File: src/slt_pkg.sv
// ----------------------------------------------------------------------------
// slt_pkg
// Shared constants, codes and control types of the sorted list table.
// ----------------------------------------------------------------------------
package slt_pkg;

  localparam int unsigned CAPACITY = 32;
  localparam int unsigned IDX_W    = (CAPACITY > 1) ? $clog2(CAPACITY) : 1;
  localparam int unsigned CNT_W    = $clog2(CAPACITY + 1);
  localparam int unsigned DATA_W   = 32;
  localparam int unsigned OP_W     = 2;
  localparam int unsigned STAT_W   = 3;

  typedef enum logic [OP_W-1:0] {
    OP_INSERT = 2'd0,
    OP_DELETE = 2'd1,
    OP_DUMP   = 2'd2
  } opcode_e;

  typedef enum logic [STAT_W-1:0] {
    ST_DONE   = 3'd0,
    ST_ABSENT = 3'd1,
    ST_EMPTY  = 3'd2,
    ST_FULL   = 3'd3,
    ST_ENTRY  = 3'd4
  } status_e;

  typedef enum logic [2:0] {
    S_IDLE,
    S_INS,
    S_INS_PUT,
    S_DEL_SRCH,
    S_DEL_SHIFT,
    S_DUMP,
    S_RESP
  } state_e;

  typedef enum logic [2:0] {
    PTR_HOLD,
    PTR_ZERO,
    PTR_LAST,
    PTR_INC,
    PTR_DEC
  } ptr_op_e;

  typedef enum logic [1:0] {
    WA_PTR,
    WA_PTR_PLUS,
    WA_PTR_MINUS
  } wr_addr_e;

  typedef struct packed {
    logic     load_value;
    ptr_op_e  ptr_op;
    logic     wr_en;
    wr_addr_e wr_addr;
    logic     wr_from_rd;
    logic     cnt_inc;
    logic     cnt_dec;
    logic     out_load;
    status_e  out_status;
    logic     out_from_rd;
    logic     out_last;
  } slt_cmd_t;

  typedef struct packed {
    logic cnt_zero;
    logic cnt_full;
    logic val_less;
    logic val_equal;
    logic ptr_zero;
    logic ptr_more;
    logic out_free;
  } slt_stat_t;

endpackage

File: src/slt_if.sv
// ----------------------------------------------------------------------------
// slt_cmd_if / slt_rsp_if
// Valid/ready channels for commands into and results out of the table.
// ----------------------------------------------------------------------------
interface slt_cmd_if;
  logic                 valid;
  logic                 ready;
  logic [1:0]           opcode;
  logic signed [31:0]   value;

  modport source (output valid, output opcode, output value, input ready);
  modport sink   (input valid, input opcode, input value, output ready);
endinterface

interface slt_rsp_if;
  logic                 valid;
  logic                 ready;
  logic [2:0]           status;
  logic signed [31:0]   entry_value;
  logic                 last;

  modport source (output valid, output status, output entry_value, output last, input ready);
  modport sink   (input valid, input status, input entry_value, input last, output ready);
endinterface

File: src/slt_datapath.sv
// ----------------------------------------------------------------------------
// slt_datapath
// Entry memory, entry count, walk pointer, command value and result register.
// ----------------------------------------------------------------------------
module slt_datapath (
  input  logic                     clk_i,
  input  logic                     rst_ni,
  input  slt_pkg::slt_cmd_t        cmd_i,
  output slt_pkg::slt_stat_t       stat_o,
  input  logic signed [31:0]       value_i,
  input  logic                     rsp_ready_i,
  output logic                     rsp_valid_o,
  output logic [2:0]               rsp_status_o,
  output logic signed [31:0]       rsp_entry_o,
  output logic                     rsp_last_o
);
  import slt_pkg::*;

  logic [DATA_W-1:0]        mem_q [CAPACITY];
  logic signed [DATA_W-1:0] rd_q;
  logic signed [DATA_W-1:0] value_q;
  logic [CNT_W-1:0]         cnt_q, cnt_d;
  logic [IDX_W-1:0]         ptr_q, ptr_d;
  logic [IDX_W-1:0]         wr_addr;
  logic [DATA_W-1:0]        wr_data;
  logic                     out_valid_q, out_valid_d;
  logic [STAT_W-1:0]        out_status_q;
  logic signed [DATA_W-1:0] out_entry_q;
  logic                     out_last_q;
  logic                     out_free;

  always_comb begin
    unique case (cmd_i.ptr_op)
      PTR_HOLD: ptr_d = ptr_q;
      PTR_ZERO: ptr_d = '0;
      PTR_LAST: ptr_d = IDX_W'(cnt_q - CNT_W'(1));
      PTR_INC:  ptr_d = ptr_q + IDX_W'(1);
      PTR_DEC:  ptr_d = ptr_q - IDX_W'(1);
      default:  ptr_d = ptr_q;
    endcase
  end

  always_comb begin
    unique case (cmd_i.wr_addr)
      WA_PTR:       wr_addr = ptr_q;
      WA_PTR_PLUS:  wr_addr = ptr_q + IDX_W'(1);
      WA_PTR_MINUS: wr_addr = ptr_q - IDX_W'(1);
      default:      wr_addr = ptr_q;
    endcase
  end

  assign wr_data = cmd_i.wr_from_rd ? rd_q : value_q;

  always_ff @(posedge clk_i) begin
    if (cmd_i.wr_en) begin
      mem_q[wr_addr] <= wr_data;
    end
    rd_q <= mem_q[ptr_d];
  end

  always_ff @(posedge clk_i) begin
    if (cmd_i.load_value) begin
      value_q <= value_i;
    end
  end

  always_comb begin
    cnt_d = cnt_q;
    if (cmd_i.cnt_inc) begin
      cnt_d = cnt_q + CNT_W'(1);
    end else if (cmd_i.cnt_dec) begin
      cnt_d = cnt_q - CNT_W'(1);
    end
  end

  always_ff @(posedge clk_i or negedge rst_ni) begin
    if (!rst_ni) begin
      cnt_q       <= '0;
      ptr_q       <= '0;
      out_valid_q <= 1'b0;
    end else begin
      cnt_q       <= cnt_d;
      ptr_q       <= ptr_d;
      out_valid_q <= out_valid_d;
    end
  end

  assign out_free    = !out_valid_q || rsp_ready_i;
  assign out_valid_d = cmd_i.out_load || (out_valid_q && !rsp_ready_i);

  always_ff @(posedge clk_i) begin
    if (cmd_i.out_load) begin
      out_status_q <= cmd_i.out_status;
      out_entry_q  <= cmd_i.out_from_rd ? rd_q : '0;
      out_last_q   <= cmd_i.out_last;
    end
  end

  assign stat_o.cnt_zero  = (cnt_q == '0);
  assign stat_o.cnt_full  = (cnt_q == CNT_W'(CAPACITY));
  assign stat_o.val_less  = (value_q < rd_q);
  assign stat_o.val_equal = (value_q == rd_q);
  assign stat_o.ptr_zero  = (ptr_q == '0);
  assign stat_o.ptr_more  = ((CNT_W'(ptr_q) + CNT_W'(1)) < cnt_q);
  assign stat_o.out_free  = out_free;

  assign rsp_valid_o  = out_valid_q;
  assign rsp_status_o = out_status_q;
  assign rsp_entry_o  = out_entry_q;
  assign rsp_last_o   = out_last_q;

endmodule

File: src/slt_ctrl.sv
// ----------------------------------------------------------------------------
// slt_ctrl
// Command sequencer: search, shift and dump walks over the entry memory.
// ----------------------------------------------------------------------------
module slt_ctrl (
  input  logic                 clk_i,
  input  logic                 rst_ni,
  input  logic                 cmd_valid_i,
  output logic                 cmd_ready_o,
  input  logic [1:0]           cmd_opcode_i,
  input  slt_pkg::slt_stat_t   stat_i,
  output slt_pkg::slt_cmd_t    cmd_o
);
  import slt_pkg::*;

  state_e  state_q, state_d;
  status_e res_q, res_d;

  always_ff @(posedge clk_i or negedge rst_ni) begin
    if (!rst_ni) begin
      state_q <= S_IDLE;
      res_q   <= ST_DONE;
    end else begin
      state_q <= state_d;
      res_q   <= res_d;
    end
  end

  always_comb begin
    state_d     = state_q;
    res_d       = res_q;
    cmd_ready_o = 1'b0;
    cmd_o       = '{load_value: 1'b0, ptr_op: PTR_HOLD, wr_en: 1'b0, wr_addr: WA_PTR,
                    wr_from_rd: 1'b0, cnt_inc: 1'b0, cnt_dec: 1'b0, out_load: 1'b0,
                    out_status: ST_DONE, out_from_rd: 1'b0, out_last: 1'b1};

    unique case (state_q)
      S_IDLE: begin
        cmd_ready_o = 1'b1;
        if (cmd_valid_i) begin
          cmd_o.load_value = 1'b1;
          unique case (cmd_opcode_i)
            OP_INSERT: begin
              if (stat_i.cnt_full) begin
                res_d   = ST_FULL;
                state_d = S_RESP;
              end else if (stat_i.cnt_zero) begin
                cmd_o.ptr_op = PTR_ZERO;
                state_d      = S_INS_PUT;
              end else begin
                cmd_o.ptr_op = PTR_LAST;
                state_d      = S_INS;
              end
            end
            OP_DELETE: begin
              if (stat_i.cnt_zero) begin
                res_d   = ST_EMPTY;
                state_d = S_RESP;
              end else begin
                cmd_o.ptr_op = PTR_ZERO;
                state_d      = S_DEL_SRCH;
              end
            end
            OP_DUMP: begin
              if (stat_i.cnt_zero) begin
                res_d   = ST_EMPTY;
                state_d = S_RESP;
              end else begin
                cmd_o.ptr_op = PTR_ZERO;
                state_d      = S_DUMP;
              end
            end
            default: state_d = S_IDLE;
          endcase
        end
      end

      S_INS: begin
        cmd_o.wr_en   = 1'b1;
        cmd_o.wr_addr = WA_PTR_PLUS;
        if (stat_i.val_less) begin
          cmd_o.wr_from_rd = 1'b1;
          if (stat_i.ptr_zero) begin
            state_d = S_INS_PUT;
          end else begin
            cmd_o.ptr_op = PTR_DEC;
          end
        end else begin
          cmd_o.cnt_inc = 1'b1;
          res_d         = ST_DONE;
          state_d       = S_RESP;
        end
      end

      S_INS_PUT: begin
        cmd_o.wr_en   = 1'b1;
        cmd_o.wr_addr = WA_PTR;
        cmd_o.cnt_inc = 1'b1;
        res_d         = ST_DONE;
        state_d       = S_RESP;
      end

      S_DEL_SRCH: begin
        priority if (stat_i.val_equal && stat_i.ptr_more) begin
          cmd_o.ptr_op = PTR_INC;
          state_d      = S_DEL_SHIFT;
        end else if (stat_i.val_equal) begin
          cmd_o.cnt_dec = 1'b1;
          res_d         = ST_DONE;
          state_d       = S_RESP;
        end else if (stat_i.ptr_more) begin
          cmd_o.ptr_op = PTR_INC;
        end else begin
          res_d   = ST_ABSENT;
          state_d = S_RESP;
        end
      end

      S_DEL_SHIFT: begin
        cmd_o.wr_en      = 1'b1;
        cmd_o.wr_addr    = WA_PTR_MINUS;
        cmd_o.wr_from_rd = 1'b1;
        if (stat_i.ptr_more) begin
          cmd_o.ptr_op = PTR_INC;
        end else begin
          cmd_o.cnt_dec = 1'b1;
          res_d         = ST_DONE;
          state_d       = S_RESP;
        end
      end

      S_DUMP: begin
        if (stat_i.out_free) begin
          cmd_o.out_load    = 1'b1;
          cmd_o.out_status  = ST_ENTRY;
          cmd_o.out_from_rd = 1'b1;
          cmd_o.out_last    = !stat_i.ptr_more;
          if (stat_i.ptr_more) begin
            cmd_o.ptr_op = PTR_INC;
          end else begin
            state_d = S_IDLE;
          end
        end
      end

      S_RESP: begin
        if (stat_i.out_free) begin
          cmd_o.out_load   = 1'b1;
          cmd_o.out_status = res_q;
          state_d          = S_IDLE;
        end
      end

      default: state_d = S_IDLE;
    endcase
  end

endmodule

File: src/sorted_list_table_core.sv
// ----------------------------------------------------------------------------
// sorted_list_table_core
// Bounded table of signed 32-bit values kept in ascending order.
// ----------------------------------------------------------------------------
// cmd_i carries one command per transfer: insert, delete or dump with a
// signed value. rsp_o returns results; last marks the final result of a
// command. Insert, delete and every error give exactly one result; dump
// gives one result per entry, or a single empty status on an empty table.
// Commands are taken one at a time from the idle state; a new command is
// taken while the previous result still waits in the output register.
// Insert moves each entry larger than the new value up one place, with one
// memory read and one write per cycle on the entry memory. Delete searches
// from the first entry and moves every entry after the match down one place.
// Dump gives one entry per cycle while the receiver keeps ready. Opcode 3 is
// dropped with no result.
// Reset empties the table (count to zero) and drops any pending result; the
// memory itself is not cleared. A stalled receiver holds the result
// register and halts a dump walk until the transfer completes.
// ----------------------------------------------------------------------------
module sorted_list_table_core (
  input  logic      clk_i,
  input  logic      rst_ni,
  slt_cmd_if.sink   cmd_i,
  slt_rsp_if.source rsp_o
);
  import slt_pkg::*;

  slt_cmd_t  ctl_cmd;
  slt_stat_t dp_stat;

  slt_ctrl u_ctrl (
    .clk_i        (clk_i),
    .rst_ni       (rst_ni),
    .cmd_valid_i  (cmd_i.valid),
    .cmd_ready_o  (cmd_i.ready),
    .cmd_opcode_i (cmd_i.opcode),
    .stat_i       (dp_stat),
    .cmd_o        (ctl_cmd)
  );

  slt_datapath u_datapath (
    .clk_i        (clk_i),
    .rst_ni       (rst_ni),
    .cmd_i        (ctl_cmd),
    .stat_o       (dp_stat),
    .value_i      (cmd_i.value),
    .rsp_ready_i  (rsp_o.ready),
    .rsp_valid_o  (rsp_o.valid),
    .rsp_status_o (rsp_o.status),
    .rsp_entry_o  (rsp_o.entry_value),
    .rsp_last_o   (rsp_o.last)
  );

endmodule

File: src/flat_wrapper.sv
// flat-port wrapper written by rule: the top's interface ports become plain ports
module sorted_list_table_core_flat import slt_pkg::*;
  (clk_i, rst_ni, cmd_i_valid, cmd_i_opcode, cmd_i_value, cmd_i_ready, rsp_o_valid, rsp_o_status, rsp_o_entry_value, rsp_o_last, rsp_o_ready);
  slt_cmd_if cmd_i_i ();
  slt_rsp_if rsp_o_i ();
  input  logic clk_i;
  input  logic rst_ni;
  input wire logic [$bits(cmd_i_i.valid)-1:0] cmd_i_valid;
  input wire logic [$bits(cmd_i_i.opcode)-1:0] cmd_i_opcode;
  input wire logic [$bits(cmd_i_i.value)-1:0] cmd_i_value;
  output wire logic [$bits(cmd_i_i.ready)-1:0] cmd_i_ready;
  output wire logic [$bits(rsp_o_i.valid)-1:0] rsp_o_valid;
  output wire logic [$bits(rsp_o_i.status)-1:0] rsp_o_status;
  output wire logic [$bits(rsp_o_i.entry_value)-1:0] rsp_o_entry_value;
  output wire logic [$bits(rsp_o_i.last)-1:0] rsp_o_last;
  input wire logic [$bits(rsp_o_i.ready)-1:0] rsp_o_ready;
  assign cmd_i_i.valid = cmd_i_valid;
  assign cmd_i_i.opcode = cmd_i_opcode;
  assign cmd_i_i.value = cmd_i_value;
  assign cmd_i_ready = cmd_i_i.ready;
  assign rsp_o_valid = rsp_o_i.valid;
  assign rsp_o_status = rsp_o_i.status;
  assign rsp_o_entry_value = rsp_o_i.entry_value;
  assign rsp_o_last = rsp_o_i.last;
  assign rsp_o_i.ready = rsp_o_ready;
  sorted_list_table_core u_core (.clk_i(clk_i), .rst_ni(rst_ni), .cmd_i(cmd_i_i), .rsp_o(rsp_o_i));
endmodule
File: config.mk
export PLATFORM = sky130hd
export DESIGN_NAME = sorted_list_table_core_flat
export DESIGN_NICKNAME = d
export VERILOG_FILES = /design/src/slt_pkg.sv /design/src/slt_if.sv /design/src/slt_datapath.sv /design/src/slt_ctrl.sv /design/src/sorted_list_table_core.sv /design/src/flat_wrapper.sv
export SDC_FILE = /design/constraint.sdc
export NUM_CORES = 2
export LEC_CHECK = 0
export BUFFER_PORTS_ARGS = -buffer_cell sky130_fd_sc_hd__buf_2
export CAP_MARGIN = 20
export CORE_MARGIN = 2
export CORE_UTILIZATION = 33
export DETAILED_ROUTE_END_ITERATION = 8
export GPL_TIMING_DRIVEN = 0
export HOLD_SLACK_MARGIN = 0.05
export PLACE_DENSITY = 0.59
export SYNTH_ARGS = -nofsm -noshare
export SYNTH_HDL_FRONTEND = slang
export SYNTH_SLANG_ARGS = --single-unit
File: constraint.sdc
create_clock -name clk_i -period 8.2 [get_ports clk_i]
set_input_delay 1.64 -clock clk_i [delete_from_list [all_inputs] [get_ports clk_i]]
set_output_delay 1.64 -clock clk_i [all_outputs]
set_load 0.02 [all_outputs]
==> summary.md <==
| Metric | Value |
|---|---|
| Drt wl/cell | `approximately 26 um` |
| Share of cells above drive strength 1 | `0.1211` |
| Gpl congestion | `just under 0.9` |
| GRT met1 Usage | `0.2821` |
| Mapped Avg Cell Area | `between 10 and 15 um^2` |
| Routed vias/inst | `about 5.4` |
| Worst setup SP type | `register` |
| Area of the mapped netlist | `45310 um^2` |
| Largest net degree at the start of global routing | `33` |
| CTS resizes | `0` |
| Worst-Skew Late Latency | `0.70 ns` |
| Yosys reg bits | `~1100` |
| Initial Util | `0.3336` |
| Post-synth ARST share | `0.01490` |
| Worst setup EP type | `register` |
| I/O pin count | `76` |
| Worst Skew | `between 0.02 and 0.03 ns` |
| Setup_tns | `0 ns` |
| Leading cell type in the layout, fill and taps excluded | `edfxtp_1` |
| Num rows | `135` |
| Final hold violation count | `0` |
| WHS | `slightly above 0.5 ns` |
| DRC errors left | `0` |
| Top FF cell, synth | `edfxtp_1` |
| Die Area | `between 100000 and 150000 um^2` |
| PD cells | `roughly 450 nW/um^2` |
| Initial DRC Count | `roughly 4300` |
| Max VDD drop | `0.2950 mV` |
| Vias in the first global route | `approximately 28000` |
| Global-route wire length before repair | `around 210000 um` |
| Setup repair after global routing missed its margin | `no` |
| First-pass iteration count of the detailed router | `6` |
| R2R cell count | `16` |
| NumNets Final | `between 3000 and 4000` |
| Final period util | `0.7841` |
| R2R Path End | `u_core.u_datapath.rd_q[25]` |
| TritonCTS Sinks | `roughly 1100` |
| Die Wd | `around 370 um` |
| Post-Syn Instances | `3473` |
| CTS clock-pin slew for the worst setup and hold paths | `~0.06 ns` |
| Critical-path cell list | `ha_1, nand4_1, nor4_1, buf_2, nand4_1, a31oi_1, o22a_2, o21ai_0, o221ai_1, inv_2, buf_2, nor3_2, clkbuf_1, nand3_1, nand4_1, nor4_1` |
| Worst min path class | `reg2reg` |
| Initial antenna violation count | `6` |
| Tot GR Track Use | `0.2033` |
| Worst Hold End | `u_core.u_ctrl.res_q[1]` |
| CTS tree | `yes` |
| Area after DPL | `48950 um^2` |
| H-tree levels | `3` |
| Met2 GRT Util | `0.3231` |
| Crit-path max FO | `10` |
| Register area share after synthesis | `0.7473` |
| Clock Path Buffers | `3` |
| Routed WL | `~150000 um` |
| Crit. Startpoint | `u_core.u_datapath.value_q[26]` |
| Worst Min Path Start | `u_core.u_ctrl.res_q[1]` |
| Post-synth cell types | `between 70 and 80` |
| P&R area growth vs syn | `16.59%` |
| Slew margin rel. | `0.1789` |
| Num CTS Buffers | `115` |
| Final setup violating endpoints | `0` |
| Routed Antenna Nets | `0` |
| Top Usage Layer GRT | `met2` |
| Setup slack, reg-to-reg | `1.77 ns` |
| Post-synth EDFFs | `approximately 1100` |
| Yosys warns | `0` |
| Setup Buffers After CTS | `0` |
| Syn nets | `roughly 3600` |
| Max-Cap Viols | `0` |
| Core area | `between 100000 and 150000 um^2` |
| Most frequent cells in the layout | `edfxtp_1 (1092), nand2_1 (1033), nand3_1 (507)` |
| CP Class | `reg2reg` |
| Fin. max-slew vios | `0` |
| CP max stage cell | `nor3_2` |
| Design area | `between 50000 and 60000 um^2` |
| Clk root buf | `clkbuf_16` |
| Result of the run | `complete, no violations` |
| Util after Layout | `0.3890` |
| Most frequent CP cell | `nand4_1` |
| Hold bufs inserted after CTS | `0` |
| Fmax achieved | `around 160 MHz` |
| Grt met3 use | `0.03201` |
| Port bufs | `75` |
| Reg2reg start | `u_core.u_datapath.value_q[26]` |
| Worst hold path depth | `1` |
| DR vias | `30261` |
| Tmin final | `6.429 ns` |
| GR Overflow Total | `0` |
| WP data required | `approximately 8.8 ns` |
| Worst Max-Slew Pin Slew | `approximately 1.2 ns` |
| HPWL Detailed | `98060 um` |
| Static leakage | `roughly 18 nW` |
| Chip height | `374.5 um` |
| CP Data Arrival Time | `around 7.0 ns` |
| Slowest stage delay, CP | `0.99 ns` |
## how the worst max path moves through the flow
stage | end | slack [ns] | depth (start not counted)
global route | u_core.u_datapath.rd_q[19] | 1.66 | 16
finish | u_core.u_datapath.rd_q[25] | 1.77 | 16
global placement | u_core.u_datapath.mem_q[0][0] | 0.54 | 10
CTS | u_core.u_datapath.rd_q[19] | 1.93 | 16
detailed placement | u_core.u_datapath.rd_q[19] | 2.00 | 16
floorplan | u_core.u_datapath.rsp_entry_o[0] | 3.81 | 4
## critical path, delay by kind of cell, from the launching register on
kind,cells,cell delay [ns]
simple gates,7,2.61
compound gates,4,1.44
buf+inv,4,1.28
flops,1,0.54
fa+ha+maj,1,0.38
## report_power, final
group | switching (mW) | internal, mW | total (mW)
clock network | 2.23 | 3.12 | 5.36
registers | 0.240 | 7.97 | 8.21
logic | 8.21 | 2.24 | 10.4
## state kept, by name (all words and copies together) (netlist names), 3 cells and up
name,count
u_core.u_datapath.cnt_q,6
u_core.u_datapath.rd_q,32
u_core.u_ctrl.state_q,3
u_core.u_datapath.rsp_status_o,3
u_core.u_datapath.ptr_q,5
u_core.u_datapath.rsp_entry_o,32
u_core.u_datapath.value_q,32
u_core.u_datapath.mem_q,1024
## final cells by class
| type | count | area [um^2] |
|---|---|---|
| fill | 12754 | 82980 |
| sequential | 1141 | 33860 |
| multi-input combinational | 2089 | 10700 |
| clock buffer | 164 | 3204 |
| tap | 1781 | 2228 |
| timing repair buffer | 118 | 1162 |
| buffer | 185 | 820.8 |
| clock inverter | 53 | 630.6 |
| inverter | 58 | 220.2 |
| antenna | 1 | 2.502 |
## per-stage QoR
stage	worst slack (ns)	total power, mW	instances
6_report	1.771	24.01	5590
5_1_grt	1.663	24.91	5589
4_1_cts	1.934	23.84	5587
3_5_place_dp	2.000	18.54	5370
3_3_place_gp	0.5444	18.19	5329
2_1_floorplan	3.813	13.67	3473
## Yosys cell counts (all sizes together), types with 5 or more instances
master,count,area [um^2]
mux2,32,360.4
nor2,61,244.0
mux2i,9,90.09
nor3,49,266.5
o21ai,25,128.9
edfxtp,1092,32790
xnor2,10,87.58
nor4,38,304.0
buf,80,426.7
nand4,134,838.3
nand2b,8,52.55
dfxtp,32,640.6
clkbuf,105,394.1
nand3,507,2537
nand2,1036,3901
and2,6,37.54
o22ai,5,37.53
dfrtp,17,425.4
a21oi,32,171.4
and3,7,43.79
inv,56,210.2
a31oi,14,93.84
nor2b,6,37.54
ha,45,563.0
a211oi,8,80.08
## cell families after synthesis
family / Yosys count / synth area share
muxes: 41 / 0.009942
AOI/OAI and AO/OA: 123 / 0.01947
adders and majority gates: 45 / 0.01243
buffers and inverters: 243 / 0.02298
and+or+nand+nor: 1868 / 0.1856
xor gates and xnor gates: 12 / 0.002320
DFF: 1141 / 0.7473
## per-layer routing
metal | wire length (um) | vias to the layer above | part of all wire
li1 | - | 13145 | -
met1 | 58810 | 15230 | 0.40
met2 | 67210 | 1628 | 0.46
met3 | 14330 | 254 | 0.098
met4 | 5279 | 4 | 0.036
met5 | 24 | - | 0.00016
(Power assumes the default switching activity.)
